File: config.mk
export PLATFORM = sky130hd
export DESIGN_NAME = ffa_ram
export DESIGN_NICKNAME = d
export VERILOG_FILES = /design/src/sv/face_flux_accumulator_top_assert.svh /design/src/sv/ffa_ram.sv
export SDC_FILE = /design/constraint.sdc
export NUM_CORES = 1
export LEC_CHECK = 0
export ABC_AREA = 1
export BUFFER_PORTS_ARGS = -buffer_cell sky130_fd_sc_hd__buf_2
export CAP_MARGIN = 20
export CORE_MARGIN = 2
export CORE_UTILIZATION = 60
export CTS_BUF_LIST = sky130_fd_sc_hd__clkbuf_4
export CTS_CLUSTER_DIAMETER = 100
export DETAILED_ROUTE_END_ITERATION = 7
export PLACE_DENSITY = 0.76
export SLEW_MARGIN = 20
export SYNTH_ARGS = -nofsm -noshare
export SYNTH_HDL_FRONTEND = slang
export SYNTH_SLANG_ARGS = --single-unit
File: constraint.sdc
create_clock -name clk -period 1.7 [get_ports clk]
set_input_delay 0.085 -clock clk [delete_from_list [all_inputs] [get_ports clk]]
set_output_delay 0.085 -clock clk [all_outputs]
set_load 0.03 [all_outputs]
File: src/sv/face_flux_accumulator_top_assert.svh
// ----------------------------------------------------------------------------
// Face flux accumulator assertion macros
// Concurrent checks that the top level uses; they vanish when SYNTH is set.
// ----------------------------------------------------------------------------
`ifndef FACE_FLUX_ACCUMULATOR_TOP_ASSERT_SVH
`define FACE_FLUX_ACCUMULATOR_TOP_ASSERT_SVH
`ifndef SYNTH
`define FFA_ASSERT_IMPL(lbl, ante, cons) \
  lbl: assert property (@(posedge clk) disable iff (rst) (ante) |-> (cons)) \
    else $error("face flux accumulator check failed");
`define FFA_ASSERT_NEXT(lbl, ante, cons) \
  lbl: assert property (@(posedge clk) disable iff (rst) (ante) |=> (cons)) \
    else $error("face flux accumulator check failed");
`else
`define FFA_ASSERT_IMPL(lbl, ante, cons)
`define FFA_ASSERT_NEXT(lbl, ante, cons)
`endif
`endif

File: src/sv/ffa_ram.sv
// ----------------------------------------------------------------------------
// Generic simple dual-port RAM
// One write port, one read port, read data registered.
// ----------------------------------------------------------------------------
`default_nettype none
module ffa_ram #(
  parameter int WIDTH = 8,
  parameter int DEPTH = 16
) (
  input  wire logic                     clk,
  input  wire logic                     we,
  input  wire logic [$clog2(DEPTH)-1:0] waddr,
  input  wire logic [WIDTH-1:0]         wdata,
  input  wire logic [$clog2(DEPTH)-1:0] raddr,
  output      logic [WIDTH-1:0]         rdata
);
  logic [WIDTH-1:0] mem [DEPTH];

  always_ff @(posedge clk) begin
    if (we) begin
      mem[waddr] <= wdata;
    end
    rdata <= mem[raddr];
  end
endmodule
`default_nettype wire

After elaboration in Yosys (flattened, before gate mapping):

Memories as Yosys holds them, arrays and structs flattened. A register that Yosys moved wholly into a read port is not among the register bits.
Index checks and enable logic that the tools add are counted.

* register bits: 0
* bits in writable memories: 128
* latch bits: 0
* memories: 1
* word-level logic and storage cells: 3
* ROM bits: 0
* output and inout bits: 8
* input port bits: 18

Memory list
* mem: depth 16, width 8, read ports 1, clocked after Yosys merged registers in 1, wr ports 1, line ffa_ram.sv:17 `logic [WIDTH-1:0] mem [DEPTH];`

* divide/modulo/power cells: 0
* $add $sub $neg: 0
* eq/ne operators: 0
* mux-type cells: 2
* $mul: 0
* order comparisons: 0
* reduce and logical (&&, ||, !) cells: 0
* shift operators: 0
* bitwise gates (word level): 0

Operators with widths (count)
* two-way mux 1 bit: 2

Logic depth before layout (Yosys ltp):

* depth after elaboration: 2
* gate-level depth with buffers: 8
* gate-level depth less buffers: 7

Worst setup path after synthesis:

OpenSTA, ideal clock, no wires.

* path type: input -> register
* start point: input port waddr[2]
* end point: memory mem[10][0], enable pin
* slack: 0.664 ns
* data arrival time: 0.666 ns
* buffers on the path: 0
* setup time: 0.370 ns
* stages on the path: 2
* cells stage by stage: nand3b_1 nor2_1

RTL lines
* from (decl): line ffa_ram.sv:12 `input wire logic [$clog2(DEPTH)-1:0] waddr,`
* to (decl): line ffa_ram.sv:17

No word-level cell before the write port.

Worst setup path after layout:

* start point: register rdata[2], read port of mem
* end point: output port rdata[2]

RTL lines
* from (decl): line ffa_ram.sv:15 `output logic [WIDTH-1:0] rdata`

No word-level cell between the ends.

==> metrics <==
run status complete, no violations; Post-Layout Cell Count 741; slowest stage delay, CP 0.38 ns; Die ar. 0.0104 mm^2; Layout area overhead 11.4%; Mapped Cells 551; largest area contributor in the netlist edfxtp_1; Syn Std Cell Area 0.00577 mm^2; vias in the first global route 3537; sequential power share 0.601; Critical Path AT 1.08 ns; Seq cells post-synth 136; Netlist cell types 12; total gr overflow 0; Pint 4.81 mW; Max FO, Critical Path 1; root buffer cell clkbuf_4; Final Hold Fails 0; core area 0.00928 mm^2; wl on met1 4.89 mm; # nets final 617; hold endpoint rdata[2]; synth warn 0; Clock Tree Buf Depth 2; Die W 102 um; worst-margin pin slew 0.558 ns; Compound-Gate Fraction of Synth Area 0; vias per inst 5.17; Detail Placement HPWL 7.29 mm; CTS tree done; layout cell share with drive strength beyond 1 0.126; r2r endpoint rdata[7]; setup repair bufs after CTS 0; RSZ-0062 raised after global routing no; adder-cell area share of the yosys netlist 0; Peak VDD IR 0.615 mV; largest net degree at the start of global routing 65; Leak 2.81 nW; clk_lat worst skew 0.51 ns; worst hold path cell count 4; Switching Fraction 0.233; post-synthesis average cell area 10.5 um^2; worst r2r src mem[0][7]; crit-path leading delay family flip-flops; top routing layer used met4; # IOs 26; hold path start raddr[2]; worst min-delay path class input pin to flop; All-Layer GR Usage 0.248; Clock Sinks 136; Setup TNS Final 0 ns; Area contributors post-synth edfxtp_1 (67%), nand2_1 (11%), nand3_1 (8.4%); reg2reg path depth 6; Min Hold Slack 0.0945 ns; DR vias 3830; WP buf/inv 1; final cell area excluding filler cells 0.00642 mm^2; htree depth 4; dpl cell area 0.00605 mm^2; DRT iter0 DRCs 488; simple logic cell fraction of the synthesized area 0.210; Setup-failing EPs final 0; RePlAce Congestion 0.901; Starting Density 0.621; final count of pins violating max slew 0; crit path kind flop to primary output; crit path max-delay cell type dfxtp_1; initial antenna violation count 0; Met2 Wirelength 5.55 mm; Die Ht 102 um; met3 wire len 942 um; crit share post-route 0.688; placed cells 700; area share of the leading cell type in the synthesized netlist 0.667; r2r setup slk 0.68 ns; TritonRoute pass-1 iters 6; Ant. Diodes 0; crit-path cells buf_2; Rows 35; main combinational cell family by area after synthesis simple AND/OR/NAND/NOR gates; combinational fraction of design power 0.079; PortBufs 25; Net Sw Power 1.46 mW; WP data required 1.62 ns; worst rel slew slack 0.627; routed len/inst 15.8 um; cell area power density 976 mW/mm^2; max_cap viols 0; Post-DRT Antenna Nets 0; crit end category primary output; syn nets 569; clk slew on worst S/H paths 0.10 ns; mux share of post-synthesis cell area 0; CTS Buf Count 17; fin crit period 1.17 ns; critical path startpoint category flop; sequential fraction of the synthesis area 0.694; Peak Freq 0.855 GHz; Post-Synth XOR/XNOR Area 0; Layout Skew 0.0148 ns; Clk pwr share 0.320; Final Routed Wirelength 11.7 mm; global-route wire length before repair 18.5 mm; DRC violations left 0; Pwr Total 6.27 mW
through the flow:
stage,worst slack (ns),utilization
final,0.531,0.692
after global routing,0.491,0.692
after CTS,0.507,0.692
after detailed placement,0.508,0.652
after global placement,0.521,0.652
after floorplan,0.664,-
placed cells by master (no fill, tap or decap):
master / Yosys / layout
inv_1: 100 / 100
buf_12: 0 / 2
edfxtp_1: 128 / 128
bufinv_16: 0 / 2
nand3_1: 97 / 97
clkinv_4: 0 / 4
buf_2: 13 / 25
dfxtp_1: 8 / 8
buf_4: 4 / 17
inv_2: 2 / 2
dlygate4sd3_1: 0 / 9
clkinv_2: 0 / 3
clkbuf_4: 0 / 20
nand2_1: 173 / 173
clkinv_1: 0 / 1
nand3b_1: 2 / 2
nor2_1: 17 / 17
clkinvlp_4: 0 / 2
registers in the layout (all words and copies together) (netlist names):
register	count
mem	128
rdata	8
cell usage after synthesis, drive strengths merged:
master,instances
nand2,173
edfxtp,128
inv,102
nand3,97
buf,24
nor2,17
dfxtp,8
nand3b,2
final cells by class:
type,instances,area (um^2)
Sequential cell,136,4000
Clock buffer,20,150
Fill cell,712,2860
Inverter,102,383
Timing Repair Buffer,53,383
Tap cell,129,161
Multi-Input combinational cell,289,1210
Clock inverter,12,129
metal layers:
metal  vias to the layer above  track usage
met3                        28       0.0424
met1                      1745        0.357
met5                         -            0
met4                         0        0.119
li1                       1868            -
met2                       189        0.373
worst max path at each step:
stage | start | to | slack, ns | depth (start not counted)
final | rdata[2] | rdata[2] | 0.53 | 1
after detailed placement | raddr[2] | rdata[5] | 0.51 | 5
after global routing | rdata[2] | rdata[2] | 0.49 | 1
after CTS | rdata[7] | rdata[7] | 0.51 | 1
after global placement | raddr[1] | rdata[0] | 0.52 | 6
after floorplan | waddr[2] | mem[10][0] | 0.66 | 2
cells by family after synthesis:
| logic type | Yosys count |
|---|---|
| AND/OR/NAND/NOR | 289 |
| flip-flops | 136 |
| buffers and inverters | 126 |
power by group through the flow:
| stage | sequential [mW] | clock, mW | combinational, mW |
|---|---|---|---|
| after floorplan | 3.88 | 0 | 0.264 |
| after global placement | 3.84 | 0 | 0.473 |
| after detailed placement | 3.84 | 0 | 0.478 |
| after CTS | 3.77 | 2.04 | 0.497 |
| after global routing | 3.78 | 2.17 | 0.547 |
| final | 3.77 | 2.01 | 0.495 |
timing repair:
action | 4_1_cts | 5_1_grt
resized for setup | 0 | 0
endpoints found under the hold margin | 98 | 0
hold buffers | 9 | 0
(Power assumes the default switching activity.)
