--- src/sv/face_flux_accumulator_top_assert.svh ---
// ----------------------------------------------------------------------------
// Face flux accumulator assertion macros
// Concurrent checks that the top level uses; they vanish when SYNTH is set.
// ----------------------------------------------------------------------------
`ifndef FACE_FLUX_ACCUMULATOR_TOP_ASSERT_SVH
`define FACE_FLUX_ACCUMULATOR_TOP_ASSERT_SVH
`ifndef SYNTH
`define FFA_ASSERT_IMPL(lbl, ante, cons) \
  lbl: assert property (@(posedge clk) disable iff (rst) (ante) |-> (cons)) \
    else $error("face flux accumulator check failed");
`define FFA_ASSERT_NEXT(lbl, ante, cons) \
  lbl: assert property (@(posedge clk) disable iff (rst) (ante) |=> (cons)) \
    else $error("face flux accumulator check failed");
`else
`define FFA_ASSERT_IMPL(lbl, ante, cons)
`define FFA_ASSERT_NEXT(lbl, ante, cons)
`endif
`endif

--- src/sv/ffa_div.sv ---
// ----------------------------------------------------------------------------
// Face flux accumulator divider
// Restoring divider, 64-bit dividend by 16-bit divisor, one bit per cycle.
// ----------------------------------------------------------------------------
`default_nettype none
module ffa_div (
  input  wire logic        clk,
  input  wire logic        rst,
  input  wire logic        go,
  input  wire logic [63:0] dividend,
  input  wire logic [15:0] divisor,
  output      logic        done,
  output      logic [63:0] quotient
);
  logic [15:0] rem;
  logic [15:0] dvs;
  logic [6:0]  cnt;
  logic        run;
  logic [16:0] trial;

  assign trial = {rem, quotient[63]};

  always_ff @(posedge clk) begin
    if (rst) begin
      run  <= 1'b0;
      done <= 1'b0;
      cnt  <= '0;
    end else begin
      done <= 1'b0;
      if (go) begin
        run      <= 1'b1;
        cnt      <= '0;
        rem      <= '0;
        dvs      <= divisor;
        quotient <= dividend;
      end else if (run) begin
        if (trial >= {1'b0, dvs}) begin
          rem      <= 16'(trial - {1'b0, dvs});
          quotient <= {quotient[62:0], 1'b1};
        end else begin
          rem      <= trial[15:0];
          quotient <= {quotient[62:0], 1'b0};
        end
        cnt <= cnt + 7'd1;
        if (cnt == 7'd63) begin
          run  <= 1'b0;
          done <= 1'b1;
        end
      end
    end
  end
endmodule
`default_nettype wire

--- config.mk ---
export PLATFORM = sky130hd
export DESIGN_NAME = ffa_div
export DESIGN_NICKNAME = d
export VERILOG_FILES = /design/src/sv/face_flux_accumulator_top_assert.svh /design/src/sv/ffa_div.sv
export SDC_FILE = /design/constraint.sdc
export NUM_CORES = 1
export LEC_CHECK = 0
export BUFFER_PORTS_ARGS = -buffer_cell sky130_fd_sc_hd__buf_2
export CAP_MARGIN = 10
export CORE_ASPECT_RATIO = 1.75
export CORE_MARGIN = 3
export CORE_UTILIZATION = 40
export DETAILED_ROUTE_END_ITERATION = 10
export SKIP_LAST_GASP = 1
export SLEW_MARGIN = 15
export SYNTH_ARGS = -nofsm -noshare
export SYNTH_HDL_FRONTEND = slang
export SYNTH_SLANG_ARGS = --single-unit
--- constraint.sdc ---
create_clock -name clk -period 12.4 [get_ports clk]
set_input_delay 0.62 -clock clk [delete_from_list [all_inputs] [get_ports clk]]
set_output_delay 0.62 -clock clk [all_outputs]
set_load 0.01 [all_outputs]
# After elaboration in Yosys (flattened, before gate mapping)
# Cells that the tools add are included.
# totals
ff_bits	105
latch_bits	0
ramBits	0
romBits	0
input_bits	83
word_cells	26
memories	0
# classes
n_addsub	2
n_mul	0
div_mod_pow	0
magnitude_cmp	1
eq_ne	1
shifts	0
n_mux	9
bitwise	2
n_reduce_logical	5
# op_table
cell	n
2-to-1 mux 64 bit	2
2-to-1 mux 16 bit	2
>= comparator 17 x 16 -> 1 bit	1
subtractor 16 bit	1
adder 7 x 1 -> 7 bit (second input constant)	1
== test 7 x 6 -> 1 bit (second input constant)	1
2-to-1 mux 1 bit	5
AND reduction 2 bit	2
OR reduction 3 bit	1
inverter 1 bit	2
nonzero test 2 bit	1
OR reduction 2 bit	1

# Longest topological paths before layout
# depth
ltp_word	4
ltp_mapped	11
mapped_depth_nobuf	10

# Worst setup path before layout
# No wires, ideal clock.
# synth_timing
path_kind	input to register
startpoint	input port go
endpoint	register quotient[0] (enable)
arrival_time_ns	4.684
t_required_ns	11.881
slack_ns	7.197
stages	4
path_buffers	2
cell_sequence	clkbuf_1 > clkbuf_1 > nor2_1 > nor2_1
# synth_between
elab_chain_len	2
# synth_rtl
item	line	source
start, declared	ffa_div.sv:9	input wire logic go,
nonzero test 2 bit (no source line)	n/a	
AND reduction 2 bit (no source line)	n/a	
end signal, assigned	ffa_div.sv:35	quotient <= dividend;
end signal, assigned	ffa_div.sv:39	quotient <= {quotient[62:0], 1'b1};
end signal, assigned	ffa_div.sv:42	quotient <= {quotient[62:0], 1'b0};
end, declared	ffa_div.sv:13	output logic [63:0] quotient
# No other way between the ends.
# A chain may end at the register's enable or synchronous reset.

# Worst setup path after layout
# layout_timing
startpoint	register rem[10]
endpoint	register rem[5], data pin
# layout_between
elab_chain_len	3
# layout_rtl
item	line	source
start, declared	ffa_div.sv:15	logic [15:0] rem;
start signal, assigned	ffa_div.sv:38	rem <= 16'(trial - {1'b0, dvs});
start signal, assigned	ffa_div.sv:41	rem <= trial[15:0];
>= comparator 17 x 16 -> 1 bit	ffa_div.sv:37	if (trial >= {1'b0, dvs}) begin
2-to-1 mux 16 bit	ffa_div.sv:37	
2-to-1 mux 16 bit	ffa_div.sv:36	end else if (run) begin
# No other way between the ends. The select of a mux whose other input is x is not followed.

==> impl_results.md <==
- Outcome: complete, no violations
- VDD IR max: 0.0744 mV
- Crit path max-delay family: compound AO/OA/AOI/OAI gates
- Number of buffers and inverters on the critical path: 1
- Crit start category: register
- Routed len/inst: between 15 and 20 um
- Worst-skew pair later-pin latency: about 0.35 ns
- Syn nets: 483
- Post-CTS Setup Inserts: 0
- # DRC: 0
- Critical path startpoint: rem[10]
- Clk buf depth: 2
- Antenna viol nets, final: 0
- Core Rows: 54
- PD cells: 143 nW/um^2
- Commonest cells post-synth: 96 x edfxtp_1, 63 x mux2_2, 36 x nor2_1
- Core footprint: 12600 um^2
- Layout cells sized above 1: 45.6%
- CTS tree: done
- H-tree depth: 3
- Routability cong.: 0.812
- CTS Hold Bufs: 0
- Die Y: roughly 160 um
- Count of port buffers added during placement: 147
- Largest net degree at the start of global routing: 66
- Clock sinks: 105
- Critical path class: register to register
- GRT Total Usage: 17.6%
- GRT overflow: 0
- Slew margin rel.: roughly 45%
- Die area: roughly 14000 um^2
- Gate Count Post-Synth: around 380
- CTS Buf Count: 9
- Layout area overhead: 23.3%
- Layout Nets: between 600 and 700
- Setup TNS: 0 ns
- RSZ-0062 raised after global routing: no
- Most frequent cell after synthesis: edfxtp_1
- # resized after CTS: 0
- Crit path DAT: 2.94 ns
- Vias in the first global route: 3921
- Final wirelength: 12500 um
- Max Cap Viol: 0
- Synth top area share: 55.7%
- Count of final max-slew check failures: 0
- Hold Slack: 0.449 ns
- Most area-consuming cells after synthesis: edfxtp_1 56%, mux2_2 14%, ha_1 4.1%, dfxtp_1 3.5%, nor2_1 2.6%
- Clock slew seen by the registers of the worst setup and hold paths: 0.07 ns
- Critical path endpoint category: register
- Hold wc startpoint: divisor[8]
- Register area share after synthesis: 59.2%
- Crit path max fanout: 23
- Distinct cells, synth: about 50
- Period utilisation layout: approximately 23%
- Initial antenna violation count: 0
- Worst flop-to-flop path startpoint: rem[10]
- Drt first pass iters: 4
- Vias: around 3600
- Ys Warns: 0
- Synth Cell Area: 5170 um^2
- Data required, critical path: 12.47 ns
- First-pass GRT wire length: 19600 um
- Worst Skew: 0.00763 ns
- Hold WC Path Type: input port to register
- Post-detailed-placement half-perimeter wirelength: roughly 9200 um
- Starting density of the core: 41.2%
- Fmax achieved: around 0.35 GHz
- Root Buffer: clkbuf_16
- Syn_area_per_cell: 13.5 um^2
- DR iter-0 viols: 236
- Final worst path period need: approximately 2.9 ns
- Setup violations, final: 0
- Asr flop ratio synth: 0%
- Largest stage delay on the critical path: 0.58 ns
- Cell taking the most area after synthesis: edfxtp_1
- Synth Flop Type: edfxtp_1
- # IOs: 148
- Die Span X: 92.0 um
- Slowest-stage cell, CP: nor2_4
- Via density: between 5 and 6
- Final Hold Viols: 0
- Synthesis-stage register bit count: 105
- Pleak: 2.58 nW
- Number of flops mapped to enable cells by yosys: 96
- Cells along the critical path: ha_1 > inv_1 > o31ai_1 > a211o_1 > a21oi_4 > nor2_4 > mux2i_1 > nor2_1
- Measured slew at the worst slew-check pin: 0.830 ns
-- worst reg2reg max path: stages, from the launching register on --
cell,delay [ns]
edfxtp_1,0.39
ha_1,0.43
inv_1,0.11
o31ai_1,0.47
a211o_1,0.22
a21oi_4,0.06
nor2_4,0.58
mux2i_1,0.29
nor2_1,0.05
-- report_power, final --
group	internal (W)	switching [W]	leakage, nW
combinational	0.0000831	0.000107	1.45
sequential	0.000420	0.0000126	0.989
clock	0.000158	0.000132	0.140
-- per-stage QoR --
| stage | area [um^2] | setup WS (ns) | total power, W | instances | util (%) |
|---|---|---|---|---|---|
| global placement | 6070 | 9.67 | 0.000624 | 685 | 48.3 |
| detailed placement | 6070 | 9.57 | 0.000630 | 685 | 48.3 |
| CTS | 6380 | 9.55 | 0.000922 | 701 | 50.7 |
| global route | 6380 | 9.35 | 0.000954 | 701 | 50.7 |
| floorplan | 5170 | 7.20 | 0.000575 | 382 | - |
| finish | 6380 | 9.53 | 0.000912 | 702 | 50.8 |
-- registers in the layout, indices dropped and copies added (netlist names) --
name and count:
done 1, dvs 16, run 1, quotient 64, rem 16, cnt 7
-- area by class of cell --
class / count / area (um^2)
clock buffer: 9 / 225
inverter: 22 / 82.6
tap: 168 / 210
sequential: 105 / 3060
multi-input combinational: 240 / 1960
clock inverter: 7 / 77.6
antenna: 1 / 2.50
fill: 1158 / 6190
timing repair buffer: 150 / 761
-- placed cells by master, fill, tap and decap left out, types with 5 or more instances in the layout --
| master | instances |
|---|---|
| nand2_1 | 10 |
| buf_2 | 146 |
| xor2_1 | 5 |
| a21oi_1 | 16 |
| o21ai_0 | 11 |
| xnor2_1 | 7 |
| edfxtp_1 | 96 |
| ha_1 | 17 |
| inv_1 | 22 |
| mux2i_1 | 8 |
| nand3_1 | 6 |
| nor2_1 | 35 |
| dfxtp_1 | 9 |
| clkbuf_16 | 9 |
| mux2_2 | 63 |
-- kinds of logic after synthesis --
kind of cell	synth area share (%)
mux	15.5
compound gates	8.56
simple gates	7.06
fa+ha+maj	4.50
flops	59.2
buf+inv	3.12
xor+xnor	2.03
-- metal layers --
metal / vias up / routed length (um) / GRT usage [%]
met5: - / 0 / 0
met4: 0 / 322 / 6.87
met3: 23 / 833 / 5.87
met2: 119 / 6770 / 31.7
met1: 1753 / 4550 / 18.9
li1: 1735 / - / -
-- final timing paths --
kind	endpoint	slack, ns	cells past startpoint
worst max-delay path	rem[5]	9.53	8
worst min register to register	cnt[5]	0.49	2
worst max register to register	rem[5]	9.53	8
worst min-delay path	dvs[8]	0.45	1
Power figures use the tool's default switching activity.
